==> src/srr_pkg.sv <==
// Shared widths and word types of the selective-repeat receive window.
package srr_pkg;

   localparam int SEQ_W   = 16;
   localparam int LEN_W   = 11;
   localparam int OFS_W   = 26;
   localparam int TOTAL_W = 16;

   typedef struct packed {
      logic [SEQ_W-1:0] seq_number;
      logic [LEN_W-1:0] payload_bytes;
   } req_type;

   typedef struct packed {
      logic               send_ack;
      logic [SEQ_W-1:0]   ack_number;
      logic               store_payload;
      logic [OFS_W-1:0]   store_offset;
      logic [LEN_W-1:0]   store_length;
      logic [SEQ_W-1:0]   window_base;
      logic               transfer_done;
   } rsp_type;

endpackage

==> src/selective_repeat_receiver.sv <==
// Selective-repeat receive window: top level with register port and output stage.
// A word is captured, evaluated, takes k base steps, then enters the output register;
// k runs 0..WINDOW, one step per mark-RAM read; req_stall holds until the result is taken.
// Reset: synchronous, active high; clears base and total, then sweeps the mark RAM
// one slot per cycle with req_stall high; register writes are taken throughout.
module selective_repeat_receiver #(
   parameter int WINDOW       = 16,
   parameter int PACKET_BYTES = 1024,
   parameter int SEQ_BITS     = 16
) (
   input  logic                        clock,
   input  logic                        reset,
   input  logic                        req_valid,
   output logic                        req_stall,
   input  srr_pkg::req_type            req_data,
   output logic                        rsp_valid,
   input  logic                        rsp_stall,
   output srr_pkg::rsp_type            rsp_data,
   input  logic                        csr_valid,
   output logic                        csr_ready,
   input  logic [srr_pkg::TOTAL_W-1:0] csr_data
);
   import srr_pkg::*;

   // total_packets register, written whenever the port offers a word
   logic [TOTAL_W-1:0] total_ff, total_in;

   // handoff from the window sequencer
   logic    res_valid;
   logic    res_ready;
   rsp_type res_data;

   // output stage
   logic    rsp_valid_ff, rsp_valid_in;
   rsp_type rsp_ff, rsp_in;
   logic    load;

   assign csr_ready = 1'b1;
   assign total_in  = (csr_valid && csr_ready) ? csr_data : total_ff;

   srr_window #(
      .WINDOW       (WINDOW),
      .PACKET_BYTES (PACKET_BYTES),
      .SEQ_BITS     (SEQ_BITS)
   ) u_window (
      .clock         (clock),
      .reset         (reset),
      .req_valid     (req_valid),
      .req_stall     (req_stall),
      .req_data      (req_data),
      .total_packets (total_ff),
      .res_valid     (res_valid),
      .res_ready     (res_ready),
      .res_data      (res_data)
   );

   // Take a new word when the stage is empty or its word leaves this cycle.
   assign res_ready = !rsp_valid_ff || !rsp_stall;
   assign load      = res_valid && res_ready;

   always_comb begin
      rsp_in       = load ? res_data : rsp_ff;
      rsp_valid_in = rsp_valid_ff;
      if (load) begin
         rsp_valid_in = 1'b1;
      end else if (!rsp_stall) begin
         rsp_valid_in = 1'b0;
      end
   end

   always_ff @(posedge clock) begin
      if (reset) begin
         total_ff     <= '0;
         rsp_valid_ff <= 1'b0;
      end else begin
         total_ff     <= total_in;
         rsp_valid_ff <= rsp_valid_in;
      end
   end

   always_ff @(posedge clock) begin
      rsp_ff <= rsp_in;
   end

   assign rsp_valid = rsp_valid_ff;
   assign rsp_data  = rsp_ff;

`ifndef SYNTHESIS
   // a stored payload is always acknowledged
   assert property (@(posedge clock) disable iff (reset)
      rsp_valid && rsp_data.store_payload |-> rsp_data.send_ack)
      else $error("store without acknowledgement");

   // nothing to store means zero offset and length
   assert property (@(posedge clock) disable iff (reset)
      rsp_valid && !rsp_data.store_payload |->
         (rsp_data.store_offset == '0) && (rsp_data.store_length == '0))
      else $error("offset or length set without store");

   // done flag tracks the base against the configured total
   assert property (@(posedge clock) disable iff (reset)
      rsp_valid |-> rsp_data.transfer_done == (rsp_data.window_base >= total_ff))
      else $error("transfer_done inconsistent with window_base");

   // the sequencer holds its result until the output stage takes it
   assert property (@(posedge clock) disable iff (reset)
      res_valid && !res_ready |=> res_valid && $stable(res_data))
      else $error("sequencer result dropped while output stage full");
`endif

endmodule

==> src/srr_ram.sv <==
// Generic single-write, single-read RAM with registered read data (read-old on collision).
module srr_ram #(
   parameter int WIDTH = 1,
   parameter int DEPTH = 16
) (
   input  logic                                       clock,
   input  logic                                       wr_en,
   input  logic [(DEPTH > 1 ? $clog2(DEPTH) : 1)-1:0] wr_addr,
   input  logic [WIDTH-1:0]                           wr_data,
   input  logic [(DEPTH > 1 ? $clog2(DEPTH) : 1)-1:0] rd_addr,
   output logic [WIDTH-1:0]                           rd_data
);

   logic [WIDTH-1:0] mem_ff [DEPTH];
   logic [WIDTH-1:0] rd_data_ff;

   always_ff @(posedge clock) begin
      if (wr_en) begin
         mem_ff[wr_addr] <= wr_data;
      end
      rd_data_ff <= mem_ff[rd_addr];
   end

   assign rd_data = rd_data_ff;

endmodule

==> src/srr_window.sv <==
// Window sequencer: classifies each packet, updates the mark ring and advances the base.
module srr_window #(
   parameter int WINDOW       = 16,
   parameter int PACKET_BYTES = 1024,
   parameter int SEQ_BITS     = 16
) (
   input  logic                    clock,
   input  logic                    reset,
   input  logic                    req_valid,
   output logic                    req_stall,
   input  srr_pkg::req_type        req_data,
   input  logic [srr_pkg::TOTAL_W-1:0] total_packets,
   output logic                    res_valid,
   input  logic                    res_ready,
   output srr_pkg::rsp_type        res_data
);
   import srr_pkg::*;

   localparam int SLOT_W = (WINDOW > 1) ? $clog2(WINDOW) : 1;
   localparam int STEP_W = $clog2(WINDOW + 1);
   localparam int PB_W   = 17;
   localparam int PROD_W = SEQ_W + PB_W;

   localparam logic [SLOT_W-1:0]  LAST_SLOT  = SLOT_W'(WINDOW - 1);
   localparam logic [SLOT_W:0]    WIN_WIDE   = (SLOT_W + 1)'(WINDOW);
   localparam logic [STEP_W-1:0]  WIN_STEPS  = STEP_W'(WINDOW);
   localparam logic [SEQ_W:0]     WIN_SEQ    = (SEQ_W + 1)'(WINDOW);
   localparam logic [SEQ_W:0]     WIN_SPAN   = (SEQ_W + 1)'(WINDOW - 1);
   localparam logic [PB_W-1:0]    PB_VAL     = PB_W'(PACKET_BYTES);
   localparam logic [LEN_W-1:0]   PB_LEN     = LEN_W'(PACKET_BYTES);
   localparam logic [SEQ_W-1:0]   SEQ_MASK   =
      (SEQ_BITS >= SEQ_W) ? {SEQ_W{1'b1}} : SEQ_W'((64'd1 << SEQ_BITS) - 64'd1);

   localparam logic [2:0] ST_CLEAR   = 3'd0;
   localparam logic [2:0] ST_IDLE    = 3'd1;
   localparam logic [2:0] ST_EVAL    = 3'd2;
   localparam logic [2:0] ST_ADVANCE = 3'd3;
   localparam logic [2:0] ST_DONE    = 3'd4;

   logic [2:0]        state_ff, state_in;
   logic [SEQ_W-1:0]  base_ff, base_in;
   logic [SLOT_W-1:0] slot_ff, slot_in;
   logic [STEP_W-1:0] steps_ff, steps_in;
   logic [SLOT_W-1:0] clr_ff, clr_in;
   logic [SEQ_W-1:0]  seq_ff, seq_in;
   logic [LEN_W-1:0]  len_ff, len_in;
   logic              ack_ff, ack_in;
   logic              store_ff, store_in;
   logic [OFS_W-1:0]  ofs_ff, ofs_in;
   logic [LEN_W-1:0]  slen_ff, slen_in;

   logic              mem_we;
   logic [SLOT_W-1:0] mem_waddr;
   logic              mem_wdata;
   logic [SLOT_W-1:0] mem_raddr;
   logic              mem_rdata;

   logic [SEQ_W-1:0]  old_low;
   logic [SEQ_W:0]    cur_high;
   logic              in_range, is_old, is_cur;
   logic [SEQ_W-1:0]  seq_dist;
   logic [SLOT_W:0]   slot_sum;
   logic [SLOT_W-1:0] seq_slot;
   logic [SLOT_W-1:0] slot_next;
   logic [PROD_W-1:0] product;
   logic              keep_going;

   srr_ram #(
      .WIDTH (1),
      .DEPTH (WINDOW)
   ) u_marks (
      .clock   (clock),
      .wr_en   (mem_we),
      .wr_addr (mem_waddr),
      .wr_data (mem_wdata),
      .rd_addr (mem_raddr),
      .rd_data (mem_rdata)
   );

   always_comb begin
      old_low   = ({1'b0, base_ff} >= WIN_SEQ) ? SEQ_W'({1'b0, base_ff} - WIN_SEQ) : '0;
      cur_high  = {1'b0, base_ff} + WIN_SPAN;
      in_range  = seq_ff < total_packets;
      is_old    = (seq_ff >= old_low) && (seq_ff < base_ff);
      is_cur    = (seq_ff >= base_ff) && ({1'b0, seq_ff} <= cur_high);
      seq_dist  = seq_ff - base_ff;
      slot_sum  = {1'b0, slot_ff} + {1'b0, seq_dist[SLOT_W-1:0]};
      seq_slot  = (slot_sum >= WIN_WIDE) ? SLOT_W'(slot_sum - WIN_WIDE) : slot_sum[SLOT_W-1:0];
      slot_next = (slot_ff == LAST_SLOT) ? '0 : slot_ff + 1'b1;
      product   = {{PB_W{1'b0}}, seq_ff} * {{SEQ_W{1'b0}}, PB_VAL};
      keep_going = (steps_ff < WIN_STEPS) && (base_ff < total_packets) && mem_rdata;
   end

   always_comb begin
      state_in  = state_ff;
      base_in   = base_ff;
      slot_in   = slot_ff;
      steps_in  = steps_ff;
      clr_in    = clr_ff;
      seq_in    = seq_ff;
      len_in    = len_ff;
      ack_in    = ack_ff;
      store_in  = store_ff;
      ofs_in    = ofs_ff;
      slen_in   = slen_ff;
      mem_we    = 1'b0;
      mem_waddr = slot_ff;
      mem_wdata = 1'b0;
      mem_raddr = slot_next;

      case (state_ff)
         ST_CLEAR: begin
            mem_we    = 1'b1;
            mem_waddr = clr_ff;
            clr_in    = clr_ff + 1'b1;
            if (clr_ff == LAST_SLOT) begin
               state_in = ST_IDLE;
            end
         end
         ST_IDLE: begin
            if (req_valid) begin
               seq_in   = req_data.seq_number & SEQ_MASK;
               len_in   = req_data.payload_bytes;
               state_in = ST_EVAL;
            end
         end
         ST_EVAL: begin
            ack_in   = in_range && (is_old || is_cur);
            store_in = in_range && is_cur;
            ofs_in   = '0;
            slen_in  = '0;
            state_in = ST_DONE;
            if (in_range && is_cur) begin
               ofs_in  = product[OFS_W-1:0];
               slen_in = ({{(PB_W - LEN_W){1'b0}}, len_ff} > PB_VAL) ? PB_LEN : len_ff;
               mem_we    = 1'b1;
               mem_waddr = seq_slot;
               if (seq_ff == base_ff) begin
                  // base slot is set and consumed at once: clear it and step
                  mem_wdata = 1'b0;
                  base_in   = base_ff + 1'b1;
                  slot_in   = slot_next;
                  steps_in  = STEP_W'(1);
                  state_in  = ST_ADVANCE;
               end else begin
                  mem_wdata = 1'b1;
               end
            end
         end
         ST_ADVANCE: begin
            if (keep_going) begin
               mem_we   = 1'b1;
               base_in  = base_ff + 1'b1;
               slot_in  = slot_next;
               steps_in = steps_ff + 1'b1;
            end else begin
               state_in = ST_DONE;
            end
         end
         ST_DONE: begin
            if (res_ready) begin
               state_in = ST_IDLE;
            end
         end
         default: begin
            state_in = ST_IDLE;
         end
      endcase
   end

   always_ff @(posedge clock) begin
      if (reset) begin
         state_ff <= ST_CLEAR;
         base_ff  <= '0;
         slot_ff  <= '0;
         steps_ff <= '0;
         clr_ff   <= '0;
      end else begin
         state_ff <= state_in;
         base_ff  <= base_in;
         slot_ff  <= slot_in;
         steps_ff <= steps_in;
         clr_ff   <= clr_in;
      end
   end

   always_ff @(posedge clock) begin
      seq_ff   <= seq_in;
      len_ff   <= len_in;
      ack_ff   <= ack_in;
      store_ff <= store_in;
      ofs_ff   <= ofs_in;
      slen_ff  <= slen_in;
   end

   assign req_stall = (state_ff != ST_IDLE);
   assign res_valid = (state_ff == ST_DONE);

   always_comb begin
      res_data.send_ack      = ack_ff;
      res_data.ack_number    = seq_ff;
      res_data.store_payload = store_ff;
      res_data.store_offset  = ofs_ff;
      res_data.store_length  = slen_ff;
      res_data.window_base   = base_ff;
      res_data.transfer_done = (base_ff >= total_packets);
   end

endmodule

==> config.mk <==
export PLATFORM = sky130hd
export DESIGN_NAME = selective_repeat_receiver
export DESIGN_NICKNAME = d
export VERILOG_FILES = /design/src/srr_pkg.sv /design/src/selective_repeat_receiver.sv /design/src/srr_ram.sv /design/src/srr_window.sv
export SDC_FILE = /design/constraint.sdc
export NUM_CORES = 1
export LEC_CHECK = 0
export BUFFER_PORTS_ARGS = -buffer_cell sky130_fd_sc_hd__buf_4
export CAP_MARGIN = 20
export CORE_MARGIN = 2
export CORE_UTILIZATION = 55
export CTS_BUF_LIST = sky130_fd_sc_hd__clkbuf_2 sky130_fd_sc_hd__clkbuf_4 sky130_fd_sc_hd__clkbuf_8
export DETAILED_ROUTE_END_ITERATION = 10
export PLACE_DENSITY = 0.77
export SYNTH_ARGS = -nofsm -noshare
export SYNTH_HDL_FRONTEND = slang
export SYNTH_SLANG_ARGS = --single-unit
==> constraint.sdc <==
create_clock -name clock -period 6.3 [get_ports clock]
set_clock_uncertainty 0.15 [all_clocks]
set_input_delay 0.315 -clock clock [delete_from_list [all_inputs] [get_ports clock]]
set_output_delay 0.315 -clock clock [all_outputs]
set_load 0.02 [all_outputs]
==> metrics.txt, run 1 <==
number of synthesized flops with an enable pin 134; drt initial violations 432; Avg Inst Size Synth 11.7 µm²; setup repair bufs after CTS 0; post-layout min period 5.06 ns; YS warnings 0; worst skew pair latency 0.47 ns; CTS tree yes; Tcrit/Tclk final 80.4%; CP required 6.34 ns; antenna violations before repair 0; biggest area consumer among synthesized cells edfxtp_1; synth unique cells 68; WL/cell 17.8 µm; fmax 198 MHz; Hold Crit Endpoint rsp_valid; Slew Viols, Final 0; largest net degree at the start of global routing 63; GPL Wtd Cong 0.946; largest family of logic cells by synthesized area simple AND/OR/NAND/NOR gates; peak supply drop 0.000149 V; H-tree depth 4; post-synth top area share 42.3%; r2r setup slk 1.24 ns; Hold Crit Start rsp_stall; Site Rows 48; die area 18400 µm²; ratio of cells with drive above 1 in the final layout 17.5%; Slew @ Worst Pin 1.00 ns; setup_tns 0 ns; Vias 6634; HPWL Detailed 15200 µm; fillcell total 1290; multi-input logic area 4160 µm²; Setup Crit Path Kind flip-flop to flip-flop; final global-route overflow total 0; run status finished, final reports clean; top_reg_cell synth edfxtp_1; Leak Pwr 4.32 nW; Adder-Cell Fraction of Synth Area 12.4%; register area 5020 µm²; Max-slew headroom 32.9%; Initial Util 55.6%; area grow syn2layout 19.0%; CP arrival 5.11 ns; post-synthesis mux area share 2.96%; most frequent cells in the layout 134 x edfxtp_1, 115 x buf_4, 91 x ha_1; Post-layout nets 1100; # DRC 0; vias in the first global route 6512; FF+latch count, synth 184; clock slew seen by the registers of the worst setup and hold paths 0.10 ns; die height 136 µm; commonest non-fill, non-tap cell in the layout edfxtp_1; drt pass-1 iters 5; Final Hold Viols 0; simple-gate share of the synthesized area 13.1%; CP endpoint kind flip-flop; Total Routing Usage GR 24.0%; sequential share of the synthesized area 52.8%; ANT nets after route 0; pwr dens 211 nW/µm²; Die Wd 136 µm; Synth Area in XOR/XNOR 4.32%; Hold Path Depth 3; hold crit path type input port to flip-flop; r2r endpoint u_window.u_marks.mem_ff[4]; Post-Synthesis Cells 812; compound-cell area share of the yosys netlist 10.4%; IO Count 123; crit path launch type flip-flop; TritonCTS Buffers 17; synthesized area 9520 µm²; placed cells 1122; unrepaired setup endpoints after global routing false; worst r2r src u_window.base_ff[0]; PortBufs 111; Vias/cell 5.55; CTS max path bufs 2; CTS Sinks 184; R2R cell count 16; Async SR Flop Fraction 0%; drt total wl 21200 µm; Setup violations, final 0; Final Util 66.2%; core area 17100 µm²; global-route wire length before repair 33800 µm; top area cells in the synthesized netlist edfxtp_1 42%, ha_1 12%, dfxtp_1 11%; non-filler cells, final 1196; Max Cap Viol 0; largest fanout on the critical path 13; ant diodes 0; root buf cell clkbuf_8
## stage by stage
step | hold WS (ns) | total power [W] | area, µm² | setup WS, ns
2_1_floorplan | 0.250 | 0.00152 | 9550 | 1.54
3_3_place_gp | 0.250 | 0.00158 | 10500 | 1.57
5_1_grt | 0.0318 | 0.00247 | 11300 | 0.894
6_report | 0.0218 | 0.00239 | 11300 | 1.24
3_5_place_dp | 0.255 | 0.00159 | 10500 | 1.30
4_1_cts | 0.00300 | 0.00240 | 11300 | 1.29
## layer usage
metal / global-route usage (%) / wire [µm] / vias up
li1: - / - / 3284
met1: 30.5 / 9110 / 3145
met2: 41.3 / 10700 / 171
met3: 4.04 / 916 / 34
met4: 9.03 / 463 / 0
met5: 0 / 0 / -
## worst max-delay path by stage
stage	start	endpoint	slack, ns
3_5_place_dp	u_window.base_ff[0]	u_window.u_marks.mem_ff[14]	1.30
4_1_cts	u_window.base_ff[0]	u_window.u_marks.mem_ff[2]	1.29
6_report	u_window.base_ff[0]	u_window.u_marks.mem_ff[4]	1.24
2_1_floorplan	u_window.state_ff[1]	rsp_data[0]	1.54
3_3_place_gp	u_window.base_ff[0]	u_window.base_ff[14]	1.57
5_1_grt	u_window.base_ff[0]	u_window.base_ff[14]	0.89
## layout make-up
type,instances,area share [%]
multi-input combinational,553,36.7
tap,225,2.49
clock buffer,17,2.07
clock inverter,14,1.43
timing repair buffer,158,11.4
sequential,184,44.4
inverter,45,1.49
## cells in the mapped netlist (all sizes together) (5+ instances only)
library cell,instances
edfxtp,134
ha,91
nor2,66
dfxtp,50
nand2,45
inv,44
xnor2,42
a21oi,38
and2,28
a21o,24
buf,23
nor4,23
nand3,20
mux2i,18
nand4,18
clkbuf,16
a211oi,14
o21ai,12
nor3,11
a2111oi,10
nand2b,5
or2,5
or3,5
xor2,5
## worst max-delay path, cell delays in order, from the launching register on
cell and delay (ns):
dfxtp_1 0.46, inv_1 0.18, ha_1 0.30, nand2_1 0.12, nand2_1 0.09, nor4_1 0.44
nand3_1 0.16, xnor2_1 0.17, ha_1 0.30, a21o_1 0.18, a211oi_1 0.21, o21ai_0 0.15
o31ai_2 0.28, nand3_2 0.20, or2_4 0.39, a211oi_1 0.82, nor4_1 0.19
## sequential cells by signal, summed over array words and instances, names as in the netlist
register                  count
u_window.slen_ff             11
u_window.clr_ff               4
u_window.ack_ff               1
u_window.state_ff             3
u_window.ofs_ff              16
total_ff                     16
u_window.slot_ff              4
u_window.store_ff             1
rsp_valid                     1
u_window.seq_ff              16
u_window.u_marks.rd_data      1
u_window.u_marks.mem_ff      16
u_window.base_ff             16
u_window.steps_ff             5
rsp_data                     62
u_window.len_ff              11
## where the power goes
group | switching [W] | total (W) | internal (W)
combinational | 0.000132 | 0.000240 | 0.000107
sequential | 0.0000240 | 0.00134 | 0.00132
clock | 0.000443 | 0.000803 | 0.000360
total | 0.000599 | 0.00239 | 0.00179
## kinds of logic after synthesis
| kind of cell | after synthesis |
|---|---|
| buffers and inverters | 84 |
| AO/OA/AOI/OAI | 136 |
| AND/OR/NAND/NOR | 243 |
| other | 2 |
| XOR/XNOR | 47 |
| multiplexers | 23 |
| flip-flops | 184 |
| adder cells (fa/ha/maj) | 93 |
## repair_timing
action,CTS,global route
resized for setup,0,0
endpoints found under the hold margin,43,0
hold buffers,43,0
(Power assumes the default switching activity.)
==> run 2: changes to the inputs <==
- ABC_AREA: not set -> 1
- PLACE_DENSITY: 0.77 -> 0.8
- clock period: 6.3 -> 4.1 ns (I/O delays scaled with it)
==> run 2 against run 1 <==
Compared with the run above:
- utilization rose by 1.9 points
- critical endpoint is now u_window.u_marks.mem_ff[0]
- first-iteration DRC count rose by 55%
- final area rose by 4.0%
- register-to-register slack got worse by 0.90 ns
- global-route usage rose by 1.9 points
- total power rose by 53%
- non-clock buffer count rose by 20
==> metrics.txt, run 2 <==
run status finished, final reports clean; Hold Crit Start req_valid; R2R cell count 21 (+5); compound-cell area share of the yosys netlist 9.07% (-1.3 points); drt pass-1 iters 7 (+2); biggest area consumer among synthesized cells edfxtp_1; final global-route overflow total 0 (unchanged); synth unique cells 44 (-35%); crit-path leading delay family simple AND/OR/NAND/NOR gates; CP required 4.16 ns (-2.18 ns); Reg power frac 56.1% (-0.2 points); peak supply drop 0.000260 V (+74%); Vias 7520 (+13%); fmax 266 MHz (+34%); Setup Crit Path Kind flip-flop to flip-flop; TritonCTS Buffers 17 (unchanged); Max-slew headroom 40.8% (+7.8 points); top cells by instance count after synthesis 141 x nand2_1, 134 x edfxtp_1, 116 x inv_1; root buf cell clkbuf_8; number of synthesized flops with an enable pin 134 (unchanged); Max Cap Viol 0 (unchanged); most used cell, CP nand2_1; Final Hold Viols 0 (unchanged); placed cells 1323 (+18%); IO Count 123 (unchanged); ant diodes 0 (unchanged); number of flip-flops under the largest register name 62 (unchanged); # DRC 0 (unchanged); post-synth top area share 41.3% (-1.0 points); Setup violations, final 0 (unchanged); top-count cell post-synth nand2_1; drt initial violations 669 (+55%); register area 5030 µm² (+0.15%); commonest non-fill, non-tap cell in the layout nand2_1; fillcell total 1316 (+2.0%); largest fanout on the critical path 10 (-3); PortBufs 111 (unchanged); Async SR Flop Fraction 0% (unchanged); CP Cell Sequence nand2_1, nor2_1, nand4_1, nor2_1, xor2_1, ha_1, inv_1, nor2_1, o21ai_2, nand2_1, nor2_1, nand2_1, nand2_2, nand3_4, nand2_1, nand2_1, nand2_1, nand3_1, inv_1, nand2_1, nor2_1; CP bufs+invs 2 (+1); post-layout min period 3.77 ns (-1.30 ns); area grow syn2layout 20.7%; CTS max path bufs 2 (unchanged); die area 18800 µm² (+2.4%); critical path's largest stage delay 0.68 ns (-0.14 ns); worst r2r src u_window.base_ff[7]; Comb pwr share 8.9% (-1.1 points); Clock power frac 35.0% (+1.3 points); Slew @ Worst Pin 0.889 ns (-0.111 ns); Die Wd 137 µm (+1.2%); Post-Synthesis Cells 992 (+22%); global-route wire length before repair 36900 µm (+9.0%); multi-input logic area 4090 µm² (-1.6%); GPL Wtd Cong 1.01 (+7.3%); sw power 0.00102 W (+70%); ratio of cells with drive above 1 in the final layout 19.3% (+1.8 points); non-filler cells, final 1402 (+17%); r2r setup slk 0.33 ns (-0.90 ns); top area cells in the synthesized netlist edfxtp_1 41%, ha_1 12%, dfxtp_1 10%; antenna violations before repair 0 (unchanged); Synth Area in XOR/XNOR 3.23% (-1.1 points); clock slew seen by the registers of the worst setup and hold paths 0.11 ns (about the same); core area 17300 µm² (+1.1%); Initial Util 56.4% (+0.78 points); Hold Crit Endpoint u_window.state_ff[0]; sw frac 27.8% (+2.7 points); YS warnings 0 (unchanged); Slew Viols, Final 0 (unchanged); HPWL Detailed 16600 µm (+9.3%); largest net degree at the start of global routing 63 (unchanged); Site Rows 48 (unchanged); Post-layout nets 1305 (+19%); Tcrit/Tclk final 91.9% (+11 points); largest family of logic cells by synthesized area simple AND/OR/NAND/NOR gates; ANT nets after route 0 (unchanged); pwr dens 311 nW/µm² (+47%); Adder-Cell Fraction of Synth Area 12.1% (-0.30 points); Leak Pwr 4.85 nW (+12%); sequential share of the synthesized area 51.5% (-1.3 points); CP arrival 3.82 ns (-1.29 ns); simple-gate share of the synthesized area 16.9% (+3.8 points); synthesized area 9750 µm² (+2.5%); post-synthesis mux area share 0% (-3.0 points); vias in the first global route 7505 (+15%); CTS tree yes; Avg Inst Size Synth 9.83 µm² (-16%); setup_tns 0 ns (unchanged); WL/cell 16.7 µm (-6.0%); drt total wl 23400 µm (+10%); Internal 0.00264 W (+48%); Total Routing Usage GR 25.9% (+1.9 points); Vias/cell 5.36 (-3.3%); worst skew pair latency 0.50 ns (+0.03 ns); most frequent cells in the layout 141 x nand2_1, 134 x edfxtp_1, 130 x buf_4; crit path launch type flip-flop; CP endpoint kind flip-flop; top_reg_cell synth edfxtp_1; Hold Path Depth 6 (+3); FF+latch count, synth 184 (unchanged); unrepaired setup endpoints after global routing false; hold crit path type input port to flip-flop; die height 137 µm (+1.2%); H-tree depth 4 (unchanged); slowest CP cell dfxtp_1; hold slack 0.128 ns (+0.106 ns); r2r endpoint u_window.u_marks.mem_ff[0]; CTS Sinks 184 (unchanged)
[run 2: cell types whose count changed after synthesis, moves of 17 or more]
| cell | delta |
|---|---|
| nor4_1 | -19 |
| mux2i_1 | -18 |
| xor2_1 | +27 |
| o21ai_0 | +32 |
| nand3_1 | +28 |
| nand2_1 | +96 |
| a21oi_1 | +34 |
| a21o_1 | -23 |
| xnor2_1 | -38 |
| inv_1 | +72 |
| nand2_2 | +21 |
| a21oi_2 | +17 |
| and2_1 | -28 |
| nor2_1 | +43 |
[run 2: how the worst max path moves through the flow]
stage                                    start  slack (ns)                         end  depth (start not counted)
after floorplan           u_window.state_ff[0]        0.32                 rsp_data[0]                          3
after global placement     u_window.base_ff[0]        0.43  u_window.u_marks.mem_ff[5]                         22
after detailed placement   u_window.base_ff[0]        0.25  u_window.u_marks.mem_ff[0]                         22
after CTS                  u_window.base_ff[0]        0.13  u_window.u_marks.mem_ff[0]                         22
after global routing       u_window.base_ff[7]       0.003  u_window.u_marks.mem_ff[5]                         21
final                      u_window.base_ff[7]        0.33  u_window.u_marks.mem_ff[0]                         21
[run 2: final cells by class]
class / instances / area share (%)
clock buffer: 17 / 1.99
clock inverter: 15 / 1.77
inverter: 122 / 3.90
multi-input combinational: 661 / 34.8
sequential: 184 / 42.7
tap: 225 / 2.39
timing repair buffer: 178 / 12.5
[run 2: layer usage]
| layer | track usage (%) | wire (µm) | up-vias |
|---|---|---|---|
| li1 | - | - | 3694 |
| met1 | 30.4 | 9390 | 3516 |
| met2 | 46.0 | 11900 | 254 |
| met3 | 4.97 | 1260 | 56 |
| met4 | 11.5 | 800 | 0 |
| met5 | 0 | 0 | - |
[run 2: stage by stage]
step / utilization, % / area (µm²) / power (W) / setup WS [ns]
6_report: 68.1 / 11800 / 0.00366 / 0.334
5_1_grt: 68.1 / 11800 / 0.00379 / 0.00341
4_1_cts: 68.0 / 11800 / 0.00368 / 0.130
3_5_place_dp: 62.7 / 10800 / 0.00238 / 0.253
3_3_place_gp: 62.7 / 10800 / 0.00237 / 0.432
2_1_floorplan: - / 9790 / 0.00228 / 0.316
[run 2: kinds of logic (layout without fill, tap and decap cells)]
group | count (synthesis) | in the layout
simple gates | 369 | 369
flops | 184 | 184
buf+inv | 156 | 332
compound gates | 152 | 152
fa+ha+maj | 93 | 93
xor+xnor | 36 | 36
other cells | 2 | 11
[run 2: power groups by stage]
stage | combinational [W] | clock, W | sequential [W]
CTS | 0.000324 | 0.00130 | 0.00205
finish | 0.000326 | 0.00128 | 0.00205
global route | 0.000367 | 0.00136 | 0.00206
global placement | 0.000272 | 0 | 0.00209
detailed placement | 0.000285 | 0 | 0.00209
floorplan | 0.000199 | 0 | 0.00208
[run 2: worst register-to-register path, stage by stage (launching register included)]
cell	delay, ns
dfxtp_1	0.68
nand2_1	0.23
nor2_1	0.22
nand4_1	0.13
nor2_1	0.19
xor2_1	0.16
ha_1	0.29
inv_1	0.09
nor2_1	0.06
o21ai_2	0.10
nand2_1	0.06
nor2_1	0.10
nand2_1	0.07
nand2_2	0.09
nand3_4	0.09
nand2_1	0.11
nand2_1	0.10
nand2_1	0.08
nand3_1	0.12
inv_1	0.10
nand2_1	0.11
nor2_1	0.15
[run 2: repair_timing]
action / CTS / global route
hold buffers: 47 / 0
gates resized for setup: 0 / 7
hold endpoints to repair: 67 / 0
buffers inserted: 0 / 0
endpoints found under the setup margin: 0 / 42
